--- src/design/rtm_pkg.sv ---
`timescale 1ns / 1ps
// ----------------------------------------------------------------------------
// rtm_pkg: shared constants and tables for the thruster mixer
// widths, pulse-width constants and the cordic arctangent table
// ----------------------------------------------------------------------------
package rtm_pkg;

	localparam int IN_W      = 10;   // joystick field width
	localparam int OUT_W     = 11;   // pulse channel width
	localparam int CORDIC_N  = 30;   // cordic iterations
	localparam int XY_W      = 34;   // cordic vector width
	localparam int ANG_W     = 32;   // q30 quarter-turn accumulator
	localparam int PRE_SHIFT = 20;   // target pre-scale
	localparam int DEN_W     = 39;   // width of (x^2+y^2)^2 and 4x^2y^2
	localparam int CENTRE_PW = 1500;
	localparam int IDLE_PW   = 400;
	localparam int CMD_LIMIT = 400;
	localparam int DEAD_BAND = 10;

	typedef logic signed [XY_W-1:0]  cxy_t;
	typedef logic signed [ANG_W-1:0] ang_t;

	// atan(2^-i) in q30 quarter turns
	function automatic ang_t atan_q30(input int i);
		ang_t a;
		case (i)
			0:  a = 32'sh20000000;
			1:  a = 32'sh12E4051E;
			2:  a = 32'sh09FB385B;
			3:  a = 32'sh051111D4;
			4:  a = 32'sh028B0D43;
			5:  a = 32'sh0145D7E1;
			6:  a = 32'sh00A2F61E;
			7:  a = 32'sh00517C55;
			8:  a = 32'sh0028BE53;
			9:  a = 32'sh00145F2F;
			10: a = 32'sh000A2F98;
			11: a = 32'sh000517CC;
			12: a = 32'sh00028BE6;
			13: a = 32'sh000145F3;
			14: a = 32'sh0000A2FA;
			15: a = 32'sh0000517D;
			16: a = 32'sh000028BE;
			17: a = 32'sh0000145F;
			18: a = 32'sh00000A30;
			19: a = 32'sh00000518;
			20: a = 32'sh0000028C;
			21: a = 32'sh00000146;
			22: a = 32'sh000000A3;
			23: a = 32'sh00000051;
			24: a = 32'sh00000029;
			25: a = 32'sh00000014;
			26: a = 32'sh0000000A;
			27: a = 32'sh00000005;
			28: a = 32'sh00000003;
			29: a = 32'sh00000001;
			default: a = '0;
		endcase
		return a;
	endfunction

endpackage

--- src/design/rtm_div.sv ---
`timescale 1ns / 1ps
// ----------------------------------------------------------------------------
// rtm_div: pipelined restoring divider
// fractional quotient floor(num * 2^(QB-1) / den) for num <= den
// ----------------------------------------------------------------------------
module rtm_div #(
	parameter int QB = 9
) (
	input  logic                          clk,
	input  logic                          ce,
	input  logic [rtm_pkg::DEN_W-1:0]     num,
	input  logic [rtm_pkg::DEN_W-1:0]     den,
	output logic [QB-1:0]                 quot
);

	localparam int DW = rtm_pkg::DEN_W;

	logic [DW:0]   rem_s [QB];
	logic [DW-1:0] den_s [QB];
	logic [QB-1:0] q_s   [QB];

	genvar k;
	generate
		for (k = 0; k < QB; k++) begin : g_bit
			logic [DW:0]   cand;
			logic [DW-1:0] den_in;
			logic [QB-1:0] q_in;
			if (k == 0) begin : g_first
				assign cand   = {1'b0, num};
				assign den_in = den;
				assign q_in   = '0;
			end else begin : g_next
				assign cand   = {rem_s[k-1][DW-1:0], 1'b0};
				assign den_in = den_s[k-1];
				assign q_in   = q_s[k-1];
			end
			always_ff @(posedge clk) begin
				if (ce) begin
					den_s[k] <= den_in;
					if (cand >= {1'b0, den_in}) begin
						rem_s[k] <= cand - {1'b0, den_in};
						q_s[k]   <= {q_in[QB-2:0], 1'b1};
					end else begin
						rem_s[k] <= cand;
						q_s[k]   <= {q_in[QB-2:0], 1'b0};
					end
				end
			end
		end
	endgenerate

	assign quot = q_s[QB-1];

endmodule

--- config.mk ---
export PLATFORM = sky130hd
export DESIGN_NAME = rtm_div
export DESIGN_NICKNAME = d
export VERILOG_FILES = /design/src/design/rtm_pkg.sv /design/src/design/rtm_div.sv
export SDC_FILE = /design/constraint.sdc
export NUM_CORES = 1
export LEC_CHECK = 0
export BUFFER_PORTS_ARGS = -buffer_cell sky130_fd_sc_hd__buf_2
export CORE_MARGIN = 2
export CORE_UTILIZATION = 45
export CTS_BUF_LIST = sky130_fd_sc_hd__clkbuf_16
export CTS_CLUSTER_DIAMETER = 80
export DETAILED_ROUTE_END_ITERATION = 10
export PLACE_DENSITY = 0.68
export RECOVER_POWER = 100
export SLEW_MARGIN = 5
export SYNTH_ARGS = -nofsm -noshare
export SYNTH_HDL_FRONTEND = slang
export SYNTH_SLANG_ARGS = --single-unit
export TNS_END_PERCENT = 1
--- constraint.sdc ---
create_clock -name clk -period 5 [get_ports clk]
set_input_delay 0.75 -clock clk [delete_from_list [all_inputs] [get_ports clk]]
set_output_delay 0.75 -clock clk [all_outputs]
set_load 0.02 [all_outputs]
==> impl_metrics.py <==
metrics = {
    "synth": {
        "synthXorXnorAreaFrac": 0.0571,
        "async_flop_share": 0,
        "synth_nets": 4544,
        "muxShareOfSynthArea": 0.0314,
        "synthSimpleGateAreaFrac": 0.107,
        "yosys.area.top_type_share": 0.474,
        "synth_area_leader_cell": "edfxtp_1",
        "synth_seq_area_share": 0.474,
        "synth_top_family_by_area": "compound AO/OA/AOI/OAI gates",
        "yosysMostFrequentCell": "edfxtp_1",
        "synthesis.instances": 4106,
        "synthTopCellsByArea": "edfxtp_1 (47%), ha_1 (10%), a21oi_1 (4.1%)",
        "synth_fa_ha_area_frac": 0.107,
        "synth-compound-area-share": 0.171,
        "ys_warn_count": 0,
        "synth_commonest_cells": "edfxtp_1 (668), inv_1 (428), a21oi_1 (351)",
        "syn_area_per_cell_um2": 10.3,
        "yosys_register_bits": 669,
        "ys.flop_type": "edfxtp_1",
        "syn_area_um2": 42400,
        "synth_edf_count": 668,
        "ys_types": 89,
    },
    "detailed_routing": {
        "drt_iter0_drc": 2093,
        "wirelength_um": 86300,
        "route.detailed.drc": 0,
        "drtPass1Iterations": 5,
        "wl_per_cell_um": 15.8,
        "num_vias": 29200,
        "ant_nets": 0,
        "vias_per_cell": 5.35,
    },
    "critical_path": {
        "rr_endpoint": "rem_s[1][10]$_DFFE_PP_",
        "r2r_cells": 13,
        "startpoint_type": "register",
        "cpLargestDelayFamily": "compound AO/OA/AOI/OAI gates",
        "critPathSlowestCell": "edfxtp_1",
        "critical_path.max_stage_delay_ns": 0.50,
        "crit_path_cell_trace": "fa_1 > nor2b_1 > o21ai_1 > a21o_1 > a21oi_1 > a31oi_1 > o311ai_0 > clkbuf_1 > a31o_2 > nand3_1 > o2111ai_4 > buf_12 > mux2_1",
        "r2r_slack_ns": 0.42,
        "arrival_ns": 4.92,
        "path_buf_inv": 2,
        "critPathKind": "register to register",
        "critical_path.max_fanout": 50,
        "rr_startpoint": "den_s[0][0]$_DFFE_PP_",
        "cp_data_required_time_ns": 5.34,
        "end_kind": "register",
    },
    "power_and_ir_drop": {
        "p_leak_nw": 19.3,
        "clkPwrFrac": 0.196,
        "p_seq_frac": 0.353,
        "power.density_nw_per_um2": 559,
        "internal-power_mw": 16.3,
        "vdd.ir_drop.worst_v": 0.000243,
        "pwr-share-comb": 0.451,
        "p_sw_frac": 0.369,
        "p_sw_mw": 9.53,
    },
    "global_routing": {
        "antenna_found_initial": 0,
        "grt_use_total": 0.177,
        "grt_pass1_vias": 28400,
        "grt_max_degree": 112,
        "grt_pass1_wl_um": 142000,
        "grt.overflow.total": 0,
    },
    "clocking": {
        "post-cts-setup-buffer-count": 0,
        "clock_sinks": 669,
        "cts_hold_buf": 0,
        "cts_buffers": 73,
        "cts_resized": 0,
        "clk_path_buf_depth": 3,
        "insertion_delay_ns": 0.61,
        "clkTransAtPathRegs_ns": 0.06,
        "htreeDepth": 3,
        "root_buffer": "clkbuf_16",
        "cts_tree": "built",
    },
    "placed_design": {
        "io_buffers": 88,
        "gp_congestion": 0.898,
        "place_area_um2": 44200,
        "dp_hpwl_um": 67100,
    },
    "sta": {
        "post-route-period-util": 0.917,
        "rsz0062_at_grt": "no",
        "finalCriticalPeriod_ns": 4.58,
        "fmax_ghz": 0.218,
        "hold_viol": 0,
        "tightest_slew_ns": 2.38,
        "slew_viol_final": 265,
        "slew_headroom": -0.584,
        "final.setup.tns_ns": 0,
        "setup_viol": 0,
        "clock_skew_ns": 0.0221,
    },
    "floorplan": {
        "core_area_um2": 93300,
        "ios": 89,
        "placementRows": 112,
        "start_util": 0.454,
        "die-area_um2": 96600,
        "die_x_um": 311,
        "die_h_um": 311,
    },
    "finish": {
        "syn_to_final_growth_pct": 8.84,
        "finalInstanceArea_um2": 46100,
        "final_util": 0.494,
        "drive_above_1_share": 0.0497,
        "layout.nets": 4591,
        "diodes": 0,
        "n_fill_cell": 8592,
    },
    "run": {
        "cap_violations": 4,
    },
    "worst_hold_path": {
        "min_path_type": "input port to register",
        "hold_path_end": "den_s[0][3]$_DFFE_PP_",
        "min_from": "den[3]",
        "whs_path_depth": 1,
    },
    "status": {
        "violations": "capacitance limit, slew limit",
        "status": "complete, but fails checks",
    },
}
[cells in the final DEF, fill, tap and decap left out, types with 9 or more instances in the layout]
master     synthesis  routed
ha_1             350     350
nand3b_1           9       9
edfxtp_1         668     668
inv_1            428     445
nand4_1           67      67
clkbuf_16          0      77
and3_1            31      31
clkinv_1           0      15
nor2_1           222     221
mux2_2            14      14
xnor2_1          164     164
nand2b_1          40      40
xor2_1           112     112
a31oi_1           38      38
o21ai_0          237     292
clkbuf_1         119      48
a211oi_1          25      25
clkinv_2           0      12
o21ai_1           74      19
nor3_1            35      35
a21o_1           215     215
a221oi_1           9      10
o31ai_1           15      15
nor4_1            14      14
nand2_1          341     341
nor2b_1           53      53
buf_4              0      13
a21boi_0           9       9
buf_2             23      44
and2_1            32      31
a221o_1            9       9
a21oi_1          351     351
o21a_1            34      34
or3_1             11      11
nand3_1           70      70
o21bai_1          39      39
mux2_1            49      84
[power groups by stage]
stage | combinational [mW] | sequential, mW | clock [mW]
final | 11.6 | 9.10 | 5.07
after global routing | 13.1 | 9.26 | 5.44
after floorplan | 9.36 | 8.83 | 0
after CTS | 11.7 | 9.08 | 5.22
after global placement | 11.5 | 9.20 | 0
after detailed placement | 11.7 | 9.19 | 0
[registers in the layout, summed over array words and instances (netlist names)]
signal / count
den_s: 312
rem_s: 312
q_s: 45
[worst register-to-register path: stages (launching register included)]
cell and delay (ns):
edfxtp_1 0.50, fa_1 0.47, nor2b_1 0.13, o21ai_1 0.10, a21o_1 0.20, a21oi_1 0.40, a31oi_1 0.24, o311ai_0 0.46
clkbuf_1 0.30, a31o_2 0.24, nand3_1 0.16, o2111ai_4 0.43, buf_12 0.28, mux2_1 0.41
[final cells by class]
| type | count | area [um^2] | area share |
|---|---|---|---|
| Sequential cell | 669 | 20100 | 0.435 |
| Multi-Input combinational cell | 2860 | 19900 | 0.432 |
| Clock buffer | 77 | 1930 | 0.0418 |
| Inverter | 430 | 1610 | 0.0350 |
| Tap cell | 1254 | 1570 | 0.0340 |
| Timing Repair Buffer | 119 | 636 | 0.0138 |
| Clock inverter | 54 | 352 | 0.00763 |
[worst max path at each step]
| stage | slack [ns] | depth (start not counted) | endpoint | from |
|---|---|---|---|---|
| floorplan | 0.95 | 17 | rem_s[0][10]$_DFFE_PP_ | num[0] |
| global placement | 0.52 | 17 | rem_s[0][1]$_DFFE_PP_ | num[0] |
| detailed placement | 0.51 | 17 | rem_s[0][3]$_DFFE_PP_ | num[0] |
| CTS | 0.79 | 13 | rem_s[4][13]$_DFFE_PP_ | den_s[0][117]$_DFFE_PP_ |
| global route | 0.24 | 13 | rem_s[1][10]$_DFFE_PP_ | den_s[0][0]$_DFFE_PP_ |
| finish | 0.42 | 13 | rem_s[1][10]$_DFFE_PP_ | den_s[0][0]$_DFFE_PP_ |
[routing by layer]
metal	wire length, um	up-vias	track usage
met1	40100	13400	0.232
met5	0	-	0
met2	39200	682	0.295
li1	-	15000	-
met4	4050	0	0.0838
met3	2960	203	0.0196
[through the flow]
| step | hold slack (ns) | setup WS [ns] | std cells | total power [mW] |
|---|---|---|---|---|
| finish | 0.339 | 0.417 | 5463 | 25.8 |
| global route | 0.307 | 0.240 | 5463 | 27.8 |
| CTS | 0.285 | 0.788 | 5463 | 26.0 |
| detailed placement | 0.405 | 0.513 | 5332 | 20.9 |
| global placement | 0.403 | 0.524 | 5332 | 20.7 |
| floorplan | 0.400 | 0.949 | 4106 | 18.2 |
[logic make-up after synthesis]
logic type | count (synthesis)
mux | 106
flops | 669
simple gates | 957
xor+xnor | 276
fa+ha+maj | 358
buf+inv | 577
compound gates | 1163
Note: power is estimated with default switching activity, not from simulation.
