**src/design/rtm_isqrt.sv**
```systemverilog
`timescale 1ns / 1ps
// ----------------------------------------------------------------------------
// rtm_isqrt: pipelined integer square root
// one root bit per stage, floor of the square root
// ----------------------------------------------------------------------------
module rtm_isqrt #(
	parameter int IN_W = 36
) (
	input  logic              clk,
	input  logic              ce,
	input  logic [IN_W-1:0]   radicand,
	output logic [IN_W/2-1:0] root
);

	localparam int RB = IN_W / 2;
	localparam int RW = RB + 2;

	logic [RW-1:0]   rem_s [RB];
	logic [RB-1:0]   res_s [RB];
	logic [IN_W-1:0] rad_s [RB];

	genvar k;
	generate
		for (k = 0; k < RB; k++) begin : g_bit
			logic [RW-1:0]   rem_in, cand, trial;
			logic [RB-1:0]   res_in;
			logic [IN_W-1:0] rad_in;
			if (k == 0) begin : g_first
				assign rem_in = '0;
				assign res_in = '0;
				assign rad_in = radicand;
			end else begin : g_next
				assign rem_in = rem_s[k-1];
				assign res_in = res_s[k-1];
				assign rad_in = rad_s[k-1];
			end
			assign cand  = {rem_in[RW-3:0], rad_in[IN_W-1 -: 2]};
			assign trial = {res_in, 2'b01};
			always_ff @(posedge clk) begin
				if (ce) begin
					rad_s[k] <= {rad_in[IN_W-3:0], 2'b00};
					if (cand >= trial) begin
						rem_s[k] <= cand - trial;
						res_s[k] <= {res_in[RB-2:0], 1'b1};
					end else begin
						rem_s[k] <= cand;
						res_s[k] <= {res_in[RB-2:0], 1'b0};
					end
				end
			end
		end
	endgenerate

	assign root = res_s[RB-1];

endmodule

```
**config.mk**
```make
export PLATFORM = sky130hd
export DESIGN_NAME = rtm_isqrt
export DESIGN_NICKNAME = d
export VERILOG_FILES = /design/src/design/rtm_isqrt.sv
export SDC_FILE = /design/constraint.sdc
export NUM_CORES = 1
export LEC_CHECK = 0
export BUFFER_PORTS_ARGS = -buffer_cell sky130_fd_sc_hd__buf_4
export CAP_MARGIN = 20
export CORE_AREA = 4 4 288 233
export CTS_CLUSTER_DIAMETER = 80
export CTS_CLUSTER_SIZE = 24
export DETAILED_ROUTE_END_ITERATION = 16
export DIE_AREA = 0 0 292 237
export GPL_TIMING_DRIVEN = 0
export PLACE_DENSITY = 0.77
export SLEW_MARGIN = 20
export SYNTH_ARGS = -nofsm -noshare
export SYNTH_HDL_FRONTEND = slang
export SYNTH_SLANG_ARGS = --single-unit
export TNS_END_PERCENT = 30
```
**constraint.sdc**
```tcl
create_clock -name clk -period 3.7 [get_ports clk]
set_clock_uncertainty 0.1 [all_clocks]
set_input_delay 0.555 -clock clk [delete_from_list [all_inputs] [get_ports clk]]
set_output_delay 0.555 -clock clk [all_outputs]
set_load 0.02 [all_outputs]
```
==> results of run 1 <==
==> report_power, final <==
part / internal, uW / switching [uW] / leakage, uW
combinational: 1520 / 1960 / 0.00657
clock: 1950 / 2580 / 0.000512
sequential: 10700 / 515 / 0.00733
total: 14200 / 5050 / 0.0144
==> flip-flops by register name, indices dropped and copies added, names as in the netlist <==
signal  flops
rem_s     286
rad_s     306
res_s     171
==> final cells by class <==
type                            instances  area, um^2  share of cell area (%)
Timing Repair Buffer                   70         643                    1.70
Tap cell                              850        1060                    2.81
Clock buffer                           47        1010                    2.66
Sequential cell                       763       22900                    60.5
Buffer                                 59         280                   0.740
Inverter                              224         841                    2.22
Multi-Input combinational cell       1577       11100                    29.3
Clock inverter                          5        43.8                   0.116
==> timing repair <==
| action | 4_1_cts | 5_1_grt |
|---|---|---|
| hold buffers | 10 | 0 |
| setup endpoints to repair | 554 | 50 |
| endpoints found under the hold margin | 10 | 0 |
| resized for setup | 8 | 17 |
==> stage by stage <==
| stage | instances | setup slack [ps] |
|---|---|---|
| final | 3595 | 110 |
| after global routing | 3595 | -16.6 |
| after CTS | 3595 | 69.6 |
| after detailed placement | 3534 | -1360 |
| after global placement | 3529 | -3540 |
| after floorplan | 2624 | 593 |
==> how the worst max path moves through the flow <==
| stage | to | slack (ps) | depth (start not counted) |
|---|---|---|---|
| after floorplan | rem_s[8][11] | 590 | 9 |
| after global placement | res_s[16][3] | -3540 | 5 |
| after detailed placement | res_s[16][12] | -1360 | 8 |
| after CTS | rem_s[7][34] | 70 | 10 |
| after global routing | rem_s[7][34] | -20 | 10 |
| final | rem_s[8][11] | 110 | 9 |
==> placed cells by master (no fill, tap or decap), types with 12 or more instances in the layout <==
| cell | instances |
|---|---|
| edfxtp_1 | 762 |
| inv_1 | 223 |
| ha_1 | 191 |
| nand2_1 | 159 |
| nor2_1 | 156 |
| a21oi_1 | 155 |
| xnor2_1 | 123 |
| o21ai_0 | 122 |
| xor2_1 | 96 |
| buf_4 | 55 |
| a21o_1 | 48 |
| nor3_1 | 43 |
| o21a_1 | 41 |
| mux2_2 | 40 |
| clkbuf_16 | 39 |
| clkbuf_1 | 38 |
| nand3_1 | 38 |
| nand2b_1 | 34 |
| nand4_1 | 31 |
| nor4_1 | 30 |
| clkbuf_2 | 25 |
| and2_1 | 25 |
| nor2b_1 | 22 |
| or3_1 | 17 |
| a211oi_1 | 15 |
| a31oi_1 | 13 |
| nand3b_1 | 12 |
| or4_1 | 12 |
==> routing by layer <==
layer	share of wire, %	wire length [um]
met4	2.0	1250
met2	47	29900
met1	46	29100
met5	0	0
met3	5.6	3550
==> cell families after synthesis <==
group,Yosys count,share of synthesized area (%)
AOI/OAI and AO/OA,496,8.84
xor gates and xnor gates,220,5.52
adders and majority gates,191,6.82
buffers and inverters,284,3.11
DFF,763,65.4
muxes,45,1.43
and+or+nand+nor,625,8.93
==> impl_metrics.env, run 1 <==
export IMPL_crit_type="flip-flop to flip-flop"
export IMPL_netlist_instances=2624
export IMPL_hold_violations=0
export IMPL_period_needed_ps=3590
export IMPL_num_nets_final=2962
export IMPL_wl_um=63800
export IMPL_worst_hold_path_endpoint="rad_s[0][25]"
export IMPL_grt_use_met2_pct=29.4
export IMPL_cts_tree="done"
export IMPL_fin_crit_sh_pct=97.0
export IMPL_drc=0
export IMPL_cp_required_ps=3950
export IMPL_fin_util_pct=59.1
export IMPL_relSlewSlack_pct=47.6
export IMPL_whs_ps=39.7
export IMPL_synth_edff_count=762
export IMPL_die_area_mm2=0.0692
export IMPL_num_vias=20637
export IMPL_gr_max_usage_layer="met2"
export IMPL_slowest_stage="a211oi_4"
export IMPL_p_per_area_mw_per_mm2=507
export IMPL_max_clock_freq_mhz=279
export IMPL_place_area_mm2=0.0367
export IMPL_r2r_setup_slack_ps=110
export IMPL_die_w_um=292
export IMPL_htreeDepth=2
export IMPL_min_from="radicand[25]"
export IMPL_timing_rr_end="rem_s[8][11]"
export IMPL_ant_nets=0
export IMPL_drv_cap=0
export IMPL_synth_seq_cells=763
export IMPL_critPathMaxFanout=10
export IMPL_ios=56
export IMPL_hold_class="input port to flip-flop"
export IMPL_finalMaxSlewViolations=0
export IMPL_insertion_delay_ps=590
export IMPL_grt_pass1_vias=20158
export IMPL_crit_buf_inv=1
export IMPL_synthArstFlopShare_pct=0
export IMPL_crit_start="rem_s[7][23]"
export IMPL_worstMarginPinSlew_ps=766
export IMPL_peakVddDrop_mv=0.362
export IMPL_hpwl_um=46200
export IMPL_die_y_um=237
export IMPL_overflow=0
export IMPL_worstPathCellList="ha_1 > a21o_1 > a21o_1 > a21o_1 > o21ai_0 > a21oi_1 > a211oi_4 > buf_4 > mux2_2"
export IMPL_cts_sinks=763
export IMPL_clk_root_buffer_cell="clkbuf_16"
export IMPL_use_met1_pct=25.9
export IMPL_drt_first_pass_iters=8
export IMPL_crit_path_start_kind="flip-flop"
export IMPL_yosysMostFrequentCell="edfxtp_1"
export IMPL_finalSetupTns_ps=0
export IMPL_yosysUniqueCellTypes=75
export IMPL_clockBufferDepth=3
export IMPL_grt_pass1_wl_um=103000
export IMPL_io_buffers=55
export IMPL_cp_top_family="compound AO/OA/AOI/OAI gates"
export IMPL_num_rows=83
export IMPL_fp_coreArea_mm2=0.0641
export IMPL_syn_cell_area_mm2=0.0350
export IMPL_synth_top_flop_cell="edfxtp_1"
export IMPL_dr_first_iter_drc_count=1820
export IMPL_design_area_mm2=0.0379
export IMPL_insertedDiodeCount=0
export IMPL_status="finished clean"
export IMPL_crit_path_max_incr_delay_ps=570
export IMPL_grt_max_degree=104
export IMPL_setup_viol_count_final=0
export IMPL_reg2reg_depth=9
export IMPL_worstHoldPathCells=1
export IMPL_timing_rr_start="rem_s[7][23]"
export IMPL_synth_top_area_cell="edfxtp_1"
export IMPL_synth_top_area_share_pct=65.3
export IMPL_path_clk_slew_ps=90
export IMPL_power_leakage_uw=0.0144
export IMPL_synth_seq_area_share_pct=65.4
export IMPL_n_fill_cell=4888
export IMPL_drive_gt1_share_pct=7.32
export IMPL_met3_usage_pct=2.62
export IMPL_critPathMostFrequentCell="a21o_1"
export IMPL_total_power_uw=19200
export IMPL_place_congestion=0.891
export IMPL_cp_end_kind="flip-flop"
export IMPL_postSynthNetCount=2853
export IMPL_areaGrowthSynthToFinish_pct=8.01
export IMPL_routedWlPerCell_um=17.8
export IMPL_syn_area_per_cell_um2=13.4
export IMPL_grt_usage_pct=18.1
export IMPL_yosysWarningCount=0
export IMPL_vias_per_cell=5.74
export IMPL_rsz0062_at_grt="true"
export IMPL_yosys_top_cells_area="edfxtp_1 (65%), ha_1 (6.8%), xnor2_1 (3.1%)"
export IMPL_synth_common_cells="edfxtp_1 (762), inv_1 (223), ha_1 (191)"
export IMPL_initial_utilization_pct=54.7
export IMPL_cts_setup_buffers=0
export IMPL_critPathArrivalTime_ps=3840
export IMPL_cts_buffers=38
export IMPL_antenna_found_initial=0
Note: power is estimated with default switching activity, not from simulation.
==> run 2, diff against run 1 <==
TNS_END_PERCENT = 100   (was 30)
clock period = 4.13 ns   (was 3.7 ns; I/O delays follow)
==> impl_metrics.env, run 2 (synthesis results as in run 1) <==
export IMPL_status="finished clean"
export IMPL_cts_setup_buffers=0
export IMPL_drv_cap=0
export IMPL_stdcell_count=3585
export IMPL_setup_viol_count_final=0
export IMPL_num_rows=83
export IMPL_power_frac_seq_pct=58.3
export IMPL_wl_met2_um=30000
export IMPL_hold_violations=0
export IMPL_rsz0062_at_grt="false"
export IMPL_grt_max_degree=104
export IMPL_largest_reg_flops=306
export IMPL_initial_utilization_pct=54.7
export IMPL_clockBufferDepth=3
export IMPL_worstHoldPathCells=1
export IMPL_io_buffers=55
export IMPL_antenna_found_initial=0
export IMPL_cts_tree="done"
export IMPL_hold_class="input port to flip-flop"
export IMPL_routedWlPerCell_um=17.8
export IMPL_vias_per_cell=5.74
export IMPL_combPwrFrac_pct=18.1
export IMPL_top_layer="met4"
export IMPL_cts_sinks=763
export IMPL_fp_coreArea_mm2=0.0641
export IMPL_p_per_area_mw_per_mm2=456
export IMPL_largestRegisters="rad_s x306, rem_s x286, res_s x171"
export IMPL_drc=0
export IMPL_n_fill_cell=4904
export IMPL_reg2reg_depth=9
export IMPL_clk_root_buffer_cell="clkbuf_16"
export IMPL_insertion_delay_ps=590
export IMPL_fin_crit_sh_pct=94.0
export IMPL_wl_um=63800
export IMPL_sw_frac_of_total_pct=26.3
export IMPL_critPathArrivalTime_ps=4130
export IMPL_crit_type="flip-flop to flip-flop"
export IMPL_cp_required_ps=4380
export IMPL_overflow=0
export IMPL_power_switching_uw=4520
export IMPL_clockPowerShare_pct=23.6
export IMPL_placed_cells=3534
export IMPL_areaGrowthSynthToFinish_pct=7.65
export IMPL_drt_first_pass_iters=6
export IMPL_top_register="rad_s"
export IMPL_mostFrequentLayoutCells="edfxtp_1 (762), inv_1 (223), ha_1 (191)"
export IMPL_grt_pass1_wl_um=103000
export IMPL_die_y_um=237
export IMPL_drive_gt1_share_pct=6.98
export IMPL_peakVddDrop_mv=0.325
export IMPL_grt_usage_pct=18.0
export IMPL_path_clk_slew_ps=100
export IMPL_finalSetupTns_ps=0
export IMPL_grt_pass1_vias=20087
export IMPL_dr_first_iter_drc_count=1691
export IMPL_hpwl_um=46200
export IMPL_power_leakage_uw=0.0143
export IMPL_cts_buffers=38
export IMPL_p_int_uw=12700
export IMPL_route_met3_wl_um=3490
export IMPL_num_nets_final=2952
export IMPL_critPathMaxFanout=10
export IMPL_ant_nets=0
export IMPL_max_clock_freq_mhz=258
export IMPL_insertedDiodeCount=0
export IMPL_die_area_mm2=0.0692
export IMPL_period_needed_ps=3880
export IMPL_die_w_um=292
export IMPL_htreeDepth=2
export IMPL_layout_commonest_cell="edfxtp_1"
export IMPL_finalMaxSlewViolations=0
export IMPL_ios=56
export IMPL_m1WireLength_um=29100
export IMPL_crit_path_start_kind="flip-flop"
export IMPL_place_congestion=0.891
export IMPL_num_vias=20590
export IMPL_worstMarginPinSlew_ps=902
export IMPL_cts_hold_buf=0
export IMPL_relSlewSlack_pct=38.3
export IMPL_cp_end_kind="flip-flop"
run 2: power groups by stage:
stage	sequential (uW)	combinational, uW	clock (uW)
6_report	10000	3100	4060
5_1_grt	10100	3460	4490
4_1_cts	10000	3090	4190
3_5_place_dp	10200	3050	0
3_3_place_gp	10200	2900	0
2_1_floorplan	10000	2310	0
run 2: per-layer routing:
layer / up-vias / track usage, %
li1: 9841 / -
met3: 83 / 2.63
met4: 0 / 4.37
met5: - / 0
met2: 583 / 29.4
met1: 10083 / 25.8
run 2: repair_timing:
item / 4_1_cts / 5_1_grt
endpoints found under the setup margin: 120 / 0
hold endpoints to repair: 0 / 0
resized for setup: 3 / 0
run 2: final timing paths:
path                              startpoint           end  slack (ps)
worst min register to register  rad_s[7][19]  rad_s[8][21]         310
worst min-delay path            radicand[33]  rad_s[0][33]         100
worst max register to register  rem_s[7][23]  rem_s[8][11]         250
worst max-delay path            rem_s[7][23]  rem_s[8][11]         250
run 2: critical path, cell delays in order (launching register included):
cell	delay (ps)
edfxtp_1	410
ha_1	380
a21o_1	210
a21o_1	210
a21o_1	220
o21ai_0	360
a21oi_1	170
a211oi_4	560
clkbuf_1	610
mux2_2	410
run 2: layout make-up:
| cell class | instances | area, um^2 | area share, % |
|---|---|---|---|
| flip-flops and latches | 763 | 22900 | 60.7 |
| multi-input cells | 1577 | 11100 | 29.3 |
| well taps | 850 | 1060 | 2.82 |
| clock buffers | 47 | 1010 | 2.67 |
| inverters | 224 | 841 | 2.23 |
| repair buffers | 60 | 543 | 1.44 |
| plain buffers | 59 | 268 | 0.710 |
| clock inverters | 5 | 43.8 | 0.116 |
run 2: per-stage QoR:
stage,power (uW),utilization (%),setup slack (ps),area [um^2],hold WS [ps]
after floorplan,12300,-,1010,35000,300
after global placement,13100,57.0,-3180,36500,300
after detailed placement,13300,57.2,-993,36700,305
after CTS,17300,58.9,309,37700,61.3
after global routing,18100,58.9,106,37700,66.8
final,17200,58.9,248,37700,96.5
==> run 3, diff against run 2 <==
CORE_AREA = 4 4 276 224   (was 4 4 288 233)
DIE_AREA = 0 0 280 228   (was 0 0 292 237)
PLACE_DENSITY = 0.82   (was 0.77)
==> impl_metrics.env, run 3 (synthesis results as in run 1) <==
export IMPL_cp_end_kind="flip-flop"
export IMPL_vias_per_cell=5.85
export IMPL_grt_pass1_vias=20299
export IMPL_drv_cap=0
export IMPL_clockPowerShare_pct=24.8
export IMPL_hpwl_um=46900
export IMPL_total_power_uw=17500
export IMPL_fp_coreArea_mm2=0.0592
export IMPL_die_w_um=280
export IMPL_design_area_mm2=0.0377
export IMPL_finalMaxSlewViolations=0
export IMPL_power_switching_uw=4620
export IMPL_htreeDepth=2
export IMPL_crit_type="flip-flop to flip-flop"
export IMPL_p_per_area_mw_per_mm2=464
export IMPL_cts_sinks=763
export IMPL_place_congestion=0.900
export IMPL_grt_pass1_wl_um=106000
export IMPL_clk_root_buffer_cell="clkbuf_16"
export IMPL_period_needed_ps=3900
export IMPL_power_frac_seq_pct=57.4
export IMPL_num_rows=80
export IMPL_ant_nets=0
export IMPL_worstMarginPinSlew_ps=1050
export IMPL_clockBufferDepth=3
export IMPL_die_area_mm2=0.0638
export IMPL_crit_path_start_kind="flip-flop"
export IMPL_hold_class="input port to flip-flop"
export IMPL_worstPathCellList="ha_1 > o21ai_0 > a21oi_1 > o32ai_1 > o21ai_0 > a21oi_1 > clkbuf_1 > o21ai_0"
export IMPL_overflow=0
export IMPL_layout_commonest_cell="edfxtp_1"
export IMPL_drt_first_pass_iters=6
export IMPL_critPathArrivalTime_ps=4110
export IMPL_wl_um=64600
export IMPL_path_clk_slew_ps=110
export IMPL_sw_frac_of_total_pct=26.4
export IMPL_wl_met2_um=30200
export IMPL_grt_usage_pct=20.2
export IMPL_max_clock_freq_mhz=257
export IMPL_initial_utilization_pct=59.2
export IMPL_setup_viol_count_final=0
export IMPL_m1WireLength_um=30000
export IMPL_hold_violations=0
export IMPL_top_register="rad_s"
export IMPL_critPathMostFrequentCell="o21ai_0"
export IMPL_combPwrFrac_pct=17.8
export IMPL_ios=56
export IMPL_die_y_um=228
export IMPL_status="finished clean"
export IMPL_fin_crit_sh_pct=94.4
export IMPL_cts_hold_buf=0
export IMPL_num_nets_final=2952
export IMPL_routedWlPerCell_um=18.4
export IMPL_mostFrequentLayoutCells="edfxtp_1 (762), inv_1 (223), ha_1 (191)"
export IMPL_drive_gt1_share_pct=7.09
export IMPL_rsz0062_at_grt="false"
export IMPL_whs_ps=104
export IMPL_largest_reg_flops=306
export IMPL_cp_top_family="compound AO/OA/AOI/OAI gates"
export IMPL_cts_buffers=39
export IMPL_crit_path_max_incr_delay_ps=700
export IMPL_cts_tree="done"
export IMPL_top_layer="met4"
export IMPL_io_buffers=55
export IMPL_dr_first_iter_drc_count=1803
export IMPL_drc=0
export IMPL_cp_required_ps=4340
export IMPL_num_vias=20564
export IMPL_grt_max_degree=103
export IMPL_areaGrowthSynthToFinish_pct=7.70
export IMPL_r2r_setup_slack_ps=230
export IMPL_insertion_delay_ps=590
export IMPL_n_fill_cell=4162
export IMPL_crit_buf_inv=1
export IMPL_cts_setup_buffers=0
export IMPL_route_met3_wl_um=3240
export IMPL_largestRegisters="rad_s x306, rem_s x286, res_s x171"
export IMPL_peakVddDrop_mv=0.351
export IMPL_power_leakage_uw=0.0144
export IMPL_antenna_found_initial=0
export IMPL_relSlewSlack_pct=28.4
export IMPL_place_area_mm2=0.0366
export IMPL_slowest_stage="a21oi_1"
export IMPL_critPathMaxFanout=10
export IMPL_p_int_uw=12900
## run 3: metrics by stage
step                std cells  TNS (ps)  utilization (%)  setup slack, ps
floorplan                2624         0                -             1010
global placement         3458  -1884100             61.6            -3190
detailed placement       3462   -177200             61.8             -776
CTS                      3516         0             63.8             88.4
global route             3515         0             63.8             74.9
finish                   3518         0             63.8              231
## run 3: area by class of cell
cell class | count | area (um^2) | share of cell area (%)
Sequential cell | 763 | 22900 | 60.7
Multi-Input combinational cell | 1577 | 11100 | 29.3
Clock buffer | 48 | 1050 | 2.79
Tap cell | 779 | 975 | 2.58
Inverter | 224 | 841 | 2.23
Timing Repair Buffer | 59 | 523 | 1.39
Buffer | 59 | 269 | 0.713
Clock inverter | 6 | 116 | 0.308
Antenna cell | 3 | 7.51 | 0.0199
## run 3: power by group through the flow
stage                     clock network [uW]  logic [uW]  registers [uW]
after global placement                     0        2910           10200
after detailed placement                   0        3070           10200
after global routing                    4780        3480           10100
after floorplan                            0        2310           10000
after CTS                               4470        3100           10000
final                                   4340        3120           10000
## run 3: path summary, 6_finish.rpt
path,startpoint,to,cells past startpoint
max,rem_s[6][21],rem_s[7][14],8
min,radicand[33],rad_s[0][33],1
max reg2reg,rem_s[6][21],rem_s[7][14],8
min reg2reg,rad_s[3][21],rad_s[4][23],0
## run 3: metal layers
| metal | up-vias | global-route usage [%] |
|---|---|---|
| met3 | 112 | 2.67 |
| li1 | 9837 | - |
| met1 | 10026 | 29.9 |
| met2 | 589 | 32.4 |
| met4 | 0 | 4.37 |
| met5 | - | 0 |
## run 3: repair_timing
item                                   4_1_cts  5_1_grt
pin swaps                                    0        0
resized for setup                            2        3
setup endpoints to repair                   60       17
endpoints found under the hold margin        0        0
